`config.mk`:
```
export PLATFORM = sky130hd
export DESIGN_NAME = pcx_rle_stream_decoder_unit
export DESIGN_NICKNAME = d
export VERILOG_FILES = /design/src/rtl/pcx_rle_pkg.sv /design/src/rtl/pcx_rle_ctrl.sv /design/src/rtl/pcx_rle_dp.sv /design/src/rtl/pcx_rle_stream_decoder_unit.sv
export SDC_FILE = /design/constraint.sdc
export NUM_CORES = 1
export LEC_CHECK = 0
export BUFFER_PORTS_ARGS = -buffer_cell sky130_fd_sc_hd__buf_4
export CORE_MARGIN = 3
export CORE_UTILIZATION = 55
export DETAILED_ROUTE_END_ITERATION = 6
export PLACE_DENSITY = 0.78
export SLEW_MARGIN = 10
export SYNTH_ARGS = -nofsm -noshare
export SYNTH_HDL_FRONTEND = slang
export SYNTH_SLANG_ARGS = --single-unit
```
`constraint.sdc`:
```
create_clock -name clk -period 6.75 [get_ports clk]
set_clock_uncertainty 0.2 [all_clocks]
set_input_delay 0.3375 -clock clk [delete_from_list [all_inputs] [get_ports clk]]
set_output_delay 0.3375 -clock clk [all_outputs]
set_load 0.01 [all_outputs]
```
`src/rtl/pcx_rle_pkg.sv`:
```
// ----------------------------------------------------------------------------
// pcx_rle_pkg
// Shared constants and controller/datapath signal groups of the PCX
// run-length stream decoder.
// ----------------------------------------------------------------------------
`default_nettype none

package pcx_rle_pkg;

  // fixed header length of the file, in bytes
  localparam int unsigned HEADER_BYTES = 128;
  // default upper bound of the pixel total
  localparam int unsigned MAX_PIXELS_DEF = 65536;
  // pixel total after reset
  localparam int unsigned TOTAL_RESET = 64000;

  // field widths
  localparam int unsigned CFG_W   = 17;
  localparam int unsigned BYTE_W  = 8;
  localparam int unsigned IDX_W   = 16;
  localparam int unsigned RUN_W   = 6;
  localparam int unsigned HDR_W   = 8;

  // bytes at or above this value open a run
  localparam logic [BYTE_W-1:0] RUN_MARK = 8'd192;

  // commands from controller to datapath
  typedef struct packed {
    logic hdr_dec;   // skip one header byte
    logic set_fin;   // image already complete, stop decoding
    logic take_run;  // byte is the value of a pending run
    logic take_lit;  // byte is a single literal pixel
    logic set_mark;  // byte is a run marker
    logic emit;      // load one pixel into the output register
  } pr_cmd_t;

  // status from datapath to controller
  typedef struct packed {
    logic finished;     // image done, bytes are dropped
    logic hdr_busy;     // header bytes still to skip
    logic past_end;     // pixel count has reached the total
    logic run_pending;  // a marker waits for its value byte
    logic mark;         // current input byte is a run marker
    logic run_zero;     // pending run has length zero
    logic slot_free;    // output register can take a pixel
    logic end_pixel;    // next pixel is the final one of the image
    logic last_remain;  // next pixel is the last of this byte
  } pr_sts_t;

endpackage

`default_nettype wire

```
`src/rtl/pcx_rle_ctrl.sv`:
```
// ----------------------------------------------------------------------------
// pcx_rle_ctrl
// Controller of the decoder: classifies each accepted byte and sequences
// pixel emission one beat at a time.
// ----------------------------------------------------------------------------
`default_nettype none

module pcx_rle_ctrl (
  input  wire logic                  clk,
  input  wire logic                  rst_n,
  input  wire logic                  in_valid,
  output logic                       in_stall,
  input  wire pcx_rle_pkg::pr_sts_t  sts,
  output pcx_rle_pkg::pr_cmd_t       cmd
);
  import pcx_rle_pkg::*;

  localparam logic ST_IDLE = 1'b0;
  localparam logic ST_EMIT = 1'b1;

  logic state_r;
  logic state_nxt;
  logic in_acc;

  // bytes are taken only while no pixels are being sent
  assign in_stall = !rst_n || (state_r != ST_IDLE);
  assign in_acc   = in_valid && !in_stall;

  // next state and commands
  always_comb begin
    state_nxt = state_r;
    cmd       = '0;
    unique case (state_r)
      ST_IDLE: begin
        if (in_acc && !sts.finished) begin
          if (sts.hdr_busy) begin
            cmd.hdr_dec = 1'b1;
          end else if (sts.past_end) begin
            cmd.set_fin = 1'b1;
          end else if (sts.run_pending) begin
            cmd.take_run = 1'b1;
            if (!sts.run_zero) begin
              state_nxt = ST_EMIT;
            end
          end else if (sts.mark) begin
            cmd.set_mark = 1'b1;
          end else begin
            cmd.take_lit = 1'b1;
            state_nxt    = ST_EMIT;
          end
        end
      end
      ST_EMIT: begin
        if (sts.slot_free) begin
          cmd.emit = 1'b1;
          if (sts.last_remain || sts.end_pixel) begin
            state_nxt = ST_IDLE;
          end
        end
      end
      default: begin
        state_nxt = ST_IDLE;
      end
    endcase
  end

  // state register
  always_ff @(posedge clk) begin
    if (!rst_n) begin
      state_r <= ST_IDLE;
    end else begin
      state_r <= state_nxt;
    end
  end

endmodule

`default_nettype wire

```
`src/rtl/pcx_rle_dp.sv`:
```
// ----------------------------------------------------------------------------
// pcx_rle_dp
// Datapath of the decoder: header and run state, pixel counter, pixel
// total register and the output register.
// ----------------------------------------------------------------------------
`default_nettype none

module pcx_rle_dp #(
  parameter int unsigned MAX_PIXELS = pcx_rle_pkg::MAX_PIXELS_DEF
) (
  input  wire logic                                clk,
  input  wire logic                                rst_n,
  input  wire logic [pcx_rle_pkg::BYTE_W-1:0]      in_file_byte,
  input  wire logic                                cfg_we,
  input  wire logic [pcx_rle_pkg::CFG_W-1:0]       cfg_wdata,
  input  wire logic                                out_stall,
  output logic                                     out_valid,
  output logic [pcx_rle_pkg::BYTE_W-1:0]           out_pixel_value,
  output logic [pcx_rle_pkg::IDX_W-1:0]            out_pixel_index,
  output logic                                     out_last_of_run,
  output logic                                     out_image_done,
  input  wire pcx_rle_pkg::pr_cmd_t                cmd,
  output pcx_rle_pkg::pr_sts_t                     sts
);
  import pcx_rle_pkg::*;

  localparam int unsigned CNT_W = $clog2(MAX_PIXELS + 1);
  localparam int unsigned CMP_W = (CNT_W > CFG_W) ? CNT_W : CFG_W;
  localparam int unsigned EXT_W = (CNT_W > IDX_W) ? CNT_W : IDX_W;

  // decode state
  logic [HDR_W-1:0]  header_left_r, header_left_nxt;
  logic              run_pending_r, run_pending_nxt;
  logic [RUN_W-1:0]  run_count_r,   run_count_nxt;
  logic [CNT_W-1:0]  pw_r,          pw_nxt;
  logic              finished_r,    finished_nxt;
  logic [CNT_W-1:0]  total_r,       total_nxt;
  // current byte being expanded
  logic [BYTE_W-1:0] value_r,       value_nxt;
  logic [RUN_W-1:0]  remain_r,      remain_nxt;
  // output register
  logic              out_valid_r,   out_valid_nxt;
  logic [BYTE_W-1:0] out_value_r,   out_value_nxt;
  logic [IDX_W-1:0]  out_index_r,   out_index_nxt;
  logic              out_last_r,    out_last_nxt;
  logic              out_done_r,    out_done_nxt;

  logic [CNT_W-1:0]  pw_inc;
  logic [EXT_W-1:0]  pw_ext;
  logic [CMP_W-1:0]  cfg_ext;
  logic [CNT_W-1:0]  cfg_sat;
  logic              end_pixel;
  logic              last_remain;
  logic              slot_free;

  assign pw_inc      = pw_r + CNT_W'(1);
  assign pw_ext      = EXT_W'(pw_r);
  assign end_pixel   = (pw_inc == total_r);
  assign last_remain = (remain_r == RUN_W'(1));
  assign slot_free   = !out_valid_r || !out_stall;

  // status toward the controller
  assign sts.finished    = finished_r;
  assign sts.hdr_busy    = (header_left_r != '0);
  assign sts.past_end    = (pw_r >= total_r);
  assign sts.run_pending = run_pending_r;
  assign sts.mark        = (in_file_byte >= RUN_MARK);
  assign sts.run_zero    = (run_count_r == '0);
  assign sts.slot_free   = slot_free;
  assign sts.end_pixel   = end_pixel;
  assign sts.last_remain = last_remain;

  // pixel total saturated into one to the maximum
  always_comb begin
    cfg_ext = CMP_W'(cfg_wdata);
    if (cfg_ext == '0) begin
      cfg_sat = CNT_W'(1);
    end else if (cfg_ext > CMP_W'(MAX_PIXELS)) begin
      cfg_sat = CNT_W'(MAX_PIXELS);
    end else begin
      cfg_sat = CNT_W'(cfg_ext);
    end
  end

  // next values
  always_comb begin
    header_left_nxt = header_left_r;
    run_pending_nxt = run_pending_r;
    run_count_nxt   = run_count_r;
    pw_nxt          = pw_r;
    finished_nxt    = finished_r;
    total_nxt       = total_r;
    value_nxt       = value_r;
    remain_nxt      = remain_r;
    out_value_nxt   = out_value_r;
    out_index_nxt   = out_index_r;
    out_last_nxt    = out_last_r;
    out_done_nxt    = out_done_r;
    out_valid_nxt   = out_valid_r && out_stall;

    if (cfg_we) begin
      total_nxt = cfg_sat;
    end
    if (cmd.hdr_dec) begin
      header_left_nxt = header_left_r - HDR_W'(1);
    end
    if (cmd.set_fin) begin
      finished_nxt = 1'b1;
    end
    if (cmd.set_mark) begin
      run_pending_nxt = 1'b1;
      run_count_nxt   = RUN_W'(in_file_byte - RUN_MARK);
    end
    if (cmd.take_run) begin
      run_pending_nxt = 1'b0;
      remain_nxt      = run_count_r;
      value_nxt       = in_file_byte;
    end
    if (cmd.take_lit) begin
      remain_nxt = RUN_W'(1);
      value_nxt  = in_file_byte;
    end
    // one pixel beat into the output register
    if (cmd.emit) begin
      out_valid_nxt = 1'b1;
      out_value_nxt = value_r;
      out_index_nxt = pw_ext[IDX_W-1:0];
      out_last_nxt  = last_remain || end_pixel;
      out_done_nxt  = end_pixel;
      pw_nxt        = pw_inc;
      remain_nxt    = remain_r - RUN_W'(1);
      if (end_pixel) begin
        finished_nxt = 1'b1;
      end
    end
  end

  // control registers
  always_ff @(posedge clk) begin
    if (!rst_n) begin
      header_left_r <= HDR_W'(HEADER_BYTES);
      run_pending_r <= 1'b0;
      run_count_r   <= '0;
      pw_r          <= '0;
      finished_r    <= 1'b0;
      total_r       <= CNT_W'(TOTAL_RESET);
      out_valid_r   <= 1'b0;
    end else begin
      header_left_r <= header_left_nxt;
      run_pending_r <= run_pending_nxt;
      run_count_r   <= run_count_nxt;
      pw_r          <= pw_nxt;
      finished_r    <= finished_nxt;
      total_r       <= total_nxt;
      out_valid_r   <= out_valid_nxt;
    end
  end

  // payload registers
  always_ff @(posedge clk) begin
    value_r     <= value_nxt;
    remain_r    <= remain_nxt;
    out_value_r <= out_value_nxt;
    out_index_r <= out_index_nxt;
    out_last_r  <= out_last_nxt;
    out_done_r  <= out_done_nxt;
  end

  assign out_valid       = out_valid_r;
  assign out_pixel_value = out_value_r;
  assign out_pixel_index = out_index_r;
  assign out_last_of_run = out_last_r;
  assign out_image_done  = out_done_r;

  // a pixel is loaded only into a free slot and never after the image ended
  a_emit_ok: assert property (@(posedge clk) disable iff (!rst_n)
    cmd.emit |-> (slot_free && !finished_r))
    else $error("pixel loaded into busy output or after image end");

  // the final pixel of the image stops decoding and is flagged
  a_final_pixel: assert property (@(posedge clk) disable iff (!rst_n)
    (cmd.emit && end_pixel) |=> (finished_r && out_image_done && out_last_of_run))
    else $error("final pixel did not finish the image");

  // at most one command per cycle
  a_cmd_onehot: assert property (@(posedge clk) disable iff (!rst_n)
    $onehot0({cmd.hdr_dec, cmd.set_fin, cmd.take_run, cmd.take_lit,
              cmd.set_mark, cmd.emit}))
    else $error("conflicting datapath commands");

endmodule

`default_nettype wire

```
`src/rtl/pcx_rle_stream_decoder_unit.sv`:
```
// ----------------------------------------------------------------------------
// pcx_rle_stream_decoder_unit
// PCX run-length stream decoder: skips the file header and expands the
// run-length coded pixel data into one pixel beat per decoded pixel.
// ----------------------------------------------------------------------------
// Usage:
//   in_*   : one raw file byte per beat (in_valid / in_stall).
//   out_*  : one decoded pixel per beat with its index, a last-of-run mark
//            on the last pixel from a byte or of the image, an image-done
//            mark on the final pixel of the image (out_valid / out_stall).
//   cfg_*  : cfg_we writes the pixel total, saturated into 1..MAX_PIXELS;
//            write it only while idle.
//   Header bytes, marker bytes and bytes after the image are accepted with
//   no pixel out. A literal byte is accepted, then one pixel goes into the
//   output register. A run value byte of n pixels is accepted, then the
//   controller emits one pixel per cycle into the single output register
//   while it is free; in_stall stays high until the last pixel of the byte
//   or of the image is loaded. A stalled receiver pauses emission and holds
//   the output register. Reset resets the decode state, restores the pixel
//   total to 64000 and holds in_stall high while rst_n is low.
// ----------------------------------------------------------------------------
`default_nettype none

module pcx_rle_stream_decoder_unit #(
  parameter int unsigned MAX_PIXELS = pcx_rle_pkg::MAX_PIXELS_DEF
) (
  input  wire logic                            clk,
  input  wire logic                            rst_n,
  input  wire logic                            in_valid,
  output logic                                 in_stall,
  input  wire logic [pcx_rle_pkg::BYTE_W-1:0]  in_file_byte,
  output logic                                 out_valid,
  input  wire logic                            out_stall,
  output logic [pcx_rle_pkg::BYTE_W-1:0]       out_pixel_value,
  output logic [pcx_rle_pkg::IDX_W-1:0]        out_pixel_index,
  output logic                                 out_last_of_run,
  output logic                                 out_image_done,
  input  wire logic                            cfg_we,
  input  wire logic [pcx_rle_pkg::CFG_W-1:0]   cfg_wdata
);
  import pcx_rle_pkg::*;

  pr_cmd_t cmd;
  pr_sts_t sts;

  // byte classification and pixel sequencing
  pcx_rle_ctrl u_ctrl (
    .clk      (clk),
    .rst_n    (rst_n),
    .in_valid (in_valid),
    .in_stall (in_stall),
    .sts      (sts),
    .cmd      (cmd)
  );

  // decode state, counters and output register
  pcx_rle_dp #(
    .MAX_PIXELS (MAX_PIXELS)
  ) u_dp (
    .clk             (clk),
    .rst_n           (rst_n),
    .in_file_byte    (in_file_byte),
    .cfg_we          (cfg_we),
    .cfg_wdata       (cfg_wdata),
    .out_stall       (out_stall),
    .out_valid       (out_valid),
    .out_pixel_value (out_pixel_value),
    .out_pixel_index (out_pixel_index),
    .out_last_of_run (out_last_of_run),
    .out_image_done  (out_image_done),
    .cmd             (cmd),
    .sts             (sts)
  );

endmodule

`default_nettype wire
```
After elaboration in Yosys (flattened, before gate mapping)
Index checks and enable logic that the tools add are counted.

operators by class
  eq/ne operators = 2
  muxes and demuxes = 31
  bitwise gates (word level) = 2
  reduce and logical (&&, ||, !) cells = 17
  $lt $le $gt $ge = 3
  add/sub/neg operators = 4

operators by type and width
  cell                   number
  $mux 17                2
  $mux 1                 18
  $mux 6                 3
  $add 17x1->17 const B  1
  $eq 17x17->1           1
  $ge 17x17->1           1
  $gt 17x17->1 const B   1
  $logic_not 17->1       1
  $mux 8                 2
  $sub 6x1->6 const B    2
  $mux 5                 2
  $ge 8x8->1 const B     1
  $reduce_bool 8->1      1
  $sub 8x1->8 const B    1
  $eq 6x1->1 const B     1
  $logic_not 6->1        1
  $logic_not 1->1        5
  $mux 4                 1
  $logic_and 1x1->1      3
  $logic_or 1x1->1       3
  $mux 3                 1
  $reduce_bool 3->1      1
  $mux 2                 1
  $not 1->1              2
  3 further kinds        3

word-level totals
  register bits after elaboration = 92
  logic and storage cells = 73

Logic depth before layout (Yosys ltp)
  word-level depth = 10
  mapped depth = 8

Modules after synthesis
Synthesis repeated with hierarchy kept, for this count alone.

second synthesis, totals
  cell total of the unflattened synthesis = 471
  area, all modules = 4,739.5 sq um

modules (own cells, without submodules)
  module        instances  cells an instance  area each (sq um)  seq. area each (sq um)
  pcx_rle_dp    1          454                4,595.7            2,222.1
  pcx_rle_ctrl  1          17                 143.9              20.0

Least setup slack after synthesis
OpenSTA, ideal clock, no wires.

  kind = register to register
  start = reg u_dp.pw_r[0] (netlist: u_dp.pw_ext[0])
  end = reg u_dp.value_r[0], enable pin
  data required time = 6.155 ns
  data arrival time = 2.835 ns
  setup slack = 3.321 ns
  path buffers = 0
  cell stages (with the launch flop) = 8
  cells stage by stage = dfxtp_1 inv_1 ha_1 nand2b_1 a2111o_1 a2111oi_4 o21ai_0 nor4_1

between the ends
  cells in the longest elaborated chain, start to end = 6

RTL lines
  what                         RTL line            source
  start: declaration           pcx_rle_dp.sv:35    logic [CNT_W-1:0] pw_r, pw_nxt;
  start signal: assignment     pcx_rle_dp.sv:152   pw_r <= pw_nxt;
  $ge 17x17->1                 pcx_rle_dp.sv:65    assign sts.past_end = (pw_r >= total_r);
  $mux 3                       pcx_rle_ctrl.sv:38  end else if (sts.past_end) begin
  $mux 4                       pcx_rle_ctrl.sv:36  if (sts.hdr_busy) begin
  $mux 5                       pcx_rle_ctrl.sv:35  if (in_acc && !sts.finished) begin
  $mux 5                       pcx_rle_ctrl.sv:33  unique case (state_r)
  $reduce_bool 2->1 (no line)  -
  end signal: assignment       pcx_rle_dp.sv:161   value_r <= value_nxt;
  end: declaration             pcx_rle_dp.sv:39    logic [BYTE_W-1:0] value_r, value_nxt;

No other way between the ends.
A chain may end at the register's enable or synchronous reset.

Final worst setup path
  start = reg u_dp.pw_r[0] (netlist: u_dp.pw_ext[0])
  end = reg u_dp.remain_r[2], enable pin

between the ends
  cells in the longest elaborated chain, start to end = 6

RTL lines
  what                         RTL line            source
  $ge 17x17->1                 pcx_rle_dp.sv:65
  $mux 3                       pcx_rle_ctrl.sv:38
  $mux 4                       pcx_rle_ctrl.sv:36
  $mux 5                       pcx_rle_ctrl.sv:35
  $mux 5                       pcx_rle_ctrl.sv:33
  $reduce_bool 3->1 (no line)  -
  end signal: assignment       pcx_rle_dp.sv:162   remain_r <= remain_nxt;
  end: declaration             pcx_rle_dp.sv:40    logic [RUN_W-1:0] remain_r, remain_nxt;

No other way between the ends.

==> results.txt <==
- The run finished with clean final reports.
- The net count of the finished layout is 555.
- The number of clock buffers added by TritonCTS is 9.
- Adding up every negative setup slack in the final design gives 0 ns.
* Total wire length: 9570 µm
* Skew-Pair Late Insertion Delay: 0.37 ns
- Most instantiated library cell after synthesis: dfxtp_1
- Number of cells produced by synthesis: around 440
- Yosys mapped a number of flops with a built-in enable equal to 40.
- CTS built an H-tree with a depth of 3.
- Internal power comes to 814 µW.
* Sum of net half-perimeters after detailed placement: between 6000 and 7000 µm
- The share of total power dissipated in sequential elements is 0.558.
- #FFs+latches synth: 92
* Global route total overflow: 0
- Width of the die: 96.1 µm
* Share of final-layout standard cells stronger than drive strength 1: 0.179
- Routability-driven placement finished with a final weighted congestion of 0.853.
- The share of the Yosys chip area taken by registers is 0.502.
- Count of clock tree sinks: 92
* Final Cycle Share: 0.495
- Io pins: 58
- Worst Setup End Kind: flip-flop
- Die outline area: 0.00923 mm²
- Clock group share of total power: 0.351
* Syn-to-layout area delta: 18.2%
* Max_slew headroom: 0.209
- Overall via count from detail_route: 3405
* Maximum VDD drop: 95.7 µV
* Root Driver: clkbuf_8
- Arrival time of the worst setup path: roughly 3.1 ns
- Of all flip-flops after synthesis, the portion carrying an async set or reset was 0.
- Mean area per synthesized cell: 10.3 µm²
- Worst hold path class: primary input to flip-flop
- Endpoints failing hold: 0
- The worst setup path is launched from a flip-flop.
- Synthesized cell area: 0.00446 mm²
* Netlist cell types: 54
- Maximum frequency from static timing analysis: roughly 300 MHz
- Net switching power figure: ~260 µW
- Setup violations remaining at the end of the flow were counted as 0.
* Top cells by instance count after synthesis: 52 x dfxtp_1, 50 x nor2_1, 40 x edfxtp_1
* Worst Path Max Fanout: 6
- Net count of the mapped netlist: between 400 and 500
- Worst Tran Pin Value: 1.18 ns
- Combinational Power Share: 0.092
* Antenna Violating Nets Remaining: 0
- During placement, the flow inserted port buffers numbering between 50 and 60.
* P per Cell Area: roughly 200 mW/mm²
- Entering global routing, the biggest net connects 45 pins.
- Effective utilization at floorplan: 0.572
- Maximum count of clock buffers along a single path: 2
- Core region area: between 0.007 and 0.008 mm²
* GRT Util Overall: 0.216
- The analysis attributes to cell leakage a power of roughly 0.0021 µW.
* Via count of the first global-routing pass: 3196
- Chip height: about 96 µm
* Vias per cell: 5.57
- Of the total power, the share spent switching nets is 0.245.
* Setup repair after global routing missed its margin: no
- Remaining routing DRC violations: 0
* Synth top area cells: edfxtp_1 27%, dfxtp_1 23%, ha_1 5.9%
* Maxcap violations: 0
- The final-report max-slew violation count came to 0.
- The Yosys step of the flow raised 0 warnings.
- After floorplanning, the core was divided into 32 placement rows.
- Critical path required time: around 6.6 ns
* Number of antenna violations at the first check in global routing: 0
- Top cell type's share of synthesized area: 0.269
* TritonCTS clock tree: done
- The repair_antennas step left the layout with diodes totalling 0.
- Buffers inserted by post-CTS timing repair: 0
* Crit Path Class: flip-flop to flip-flop
* First-pass GRT wire length: around 15000 µm
- Summed over all instances, the cell type with the most area after synthesis is edfxtp_1.
- In the final routed layout, each cell accounts on average for about 16 µm.
- Worst hold margin: between 0.01 and 0.015 ns
- After clock tree synthesis, the clock-pin slew on the worst setup and hold paths is 0.09 ns.
- Initial detailed-routing violation count: 171
- Among all flip-flop cells after synthesis, the most frequent one is dfxtp_1.
- The routed design could run at a clock period as short as 3.34 ns.
* Pre-antenna DRT Iters: 4
per-layer routing:
| metal | routed length (µm) | vias up | GRT usage | share of wire |
|---|---|---|---|---|
| met1 | 4240 | 1603 | 0.281 | 0.44 |
| met3 | 508 | 16 | 0.0367 | 0.053 |
| li1 | - | 1688 | - | - |
| met5 | 0 | - | 0 | 0 |
| met2 | 4640 | 98 | 0.351 | 0.48 |
| met4 | 180 | 0 | 0.0995 | 0.019 |
sequential cells by signal (all words and copies together) (netlist names):
signal                cells
u_dp.remain_r             6
u_dp.total_r             17
u_dp.header_left_r        8
u_dp.out_last_of_run      1
u_dp.out_pixel_index     16
u_dp.out_image_done       1
u_dp.finished_r           1
u_dp.out_pixel_value      8
u_dp.value_r              8
u_ctrl.state_r            1
u_dp.pw_ext              17
u_dp.out_valid            1
u_dp.run_pending_r        1
u_dp.run_count_r          6
cells by family after synthesis:
| kind of cell | count (synthesis) | share of synthesized area |
|---|---|---|
| AOI/OAI and AO/OA | 74 | 0.120 |
| and+or+nand+nor | 150 | 0.169 |
| xor gates and xnor gates | 46 | 0.0903 |
| buffers and inverters | 45 | 0.0437 |
| muxes | 7 | 0.0157 |
| adders and majority gates | 21 | 0.0589 |
| DFF | 92 | 0.502 |
worst paths after layout:
path / endpoint / cells after the start / slack [ns] / start
max: u_dp.remain_r[2]$_DFFE_PP_ / 7 / 3.41 / u_dp.pw_ext[0]$_SDFFE_PN0P_
min: u_dp.total_r[2]$_SDFFE_PN0P_ / 3 / 0.01 / cfg_wdata[2]
max reg2reg: u_dp.remain_r[2]$_DFFE_PP_ / 7 / 3.41 / u_dp.pw_ext[0]$_SDFFE_PN0P_
min reg2reg: u_dp.out_pixel_value[4]$_DFFE_PP_ / 0 / 0.22 / u_dp.value_r[4]$_DFFE_PP_
stage by stage:
stage / setup slack, ns / area [µm²] / utilization / std cells / power [µW]
global route: 3.30 / 5280 / 0.676 / 611 / 1120
detailed placement: 3.42 / 4970 / 0.637 / 585 / 707
finish: 3.41 / 5280 / 0.676 / 611 / 1080
floorplan: 3.32 / 4460 / - / 435 / 673
global placement: 3.57 / 4970 / 0.637 / 585 / 704
CTS: 3.40 / 5280 / 0.676 / 611 / 1080
timing repair:
item                      CTS  global route
hold buffers               10             0
resized for setup           0             0
hold endpoints to repair   10             0
final cells by class:
type                    instances  area [µm²]
flip-flops and latches         92        2240
fillers                       599        2530
well taps                     102         128
clock inverters                 7        82.6
repair buffers                 70         551
inverters                      33         124
clock buffers                   9         124
multi-input cells             298        2030
worst max-delay path, stage by stage (launching register included):
cell       delay [ns]
dfxtp_1          0.49
inv_1            0.08
ha_1             0.31
nand2b_1         0.14
a2111o_1         0.44
a2111oi_4        0.40
o211ai_1         0.21
o21ai_0          0.69
placed cells by master, fill, tap and decap left out, drive strengths merged, types with 10 or more instances in the layout:
cell | Yosys | routed
xor2 | 20 | 20
nor2 | 50 | 50
dlygate4sd3 | 0 | 10
nand2 | 37 | 37
dfxtp | 52 | 52
buf | 5 | 60
nor4 | 13 | 13
a2bb2oi | 10 | 10
a21oi | 18 | 18
xnor2 | 26 | 26
nor3 | 14 | 14
edfxtp | 40 | 40
ha | 21 | 21
inv | 31 | 33
o21ai | 16 | 16
power by group through the flow:
stage | logic [µW] | registers (µW) | clock network [µW]
4_1_cts | 99.0 | 601 | 383
3_5_place_dp | 93.0 | 614 | 0
6_report | 98.7 | 601 | 378
5_1_grt | 108 | 603 | 404
3_3_place_gp | 90.1 | 613 | 0
2_1_floorplan | 60.5 | 613 | 0
Note: power is estimated with default switching activity, not from simulation.
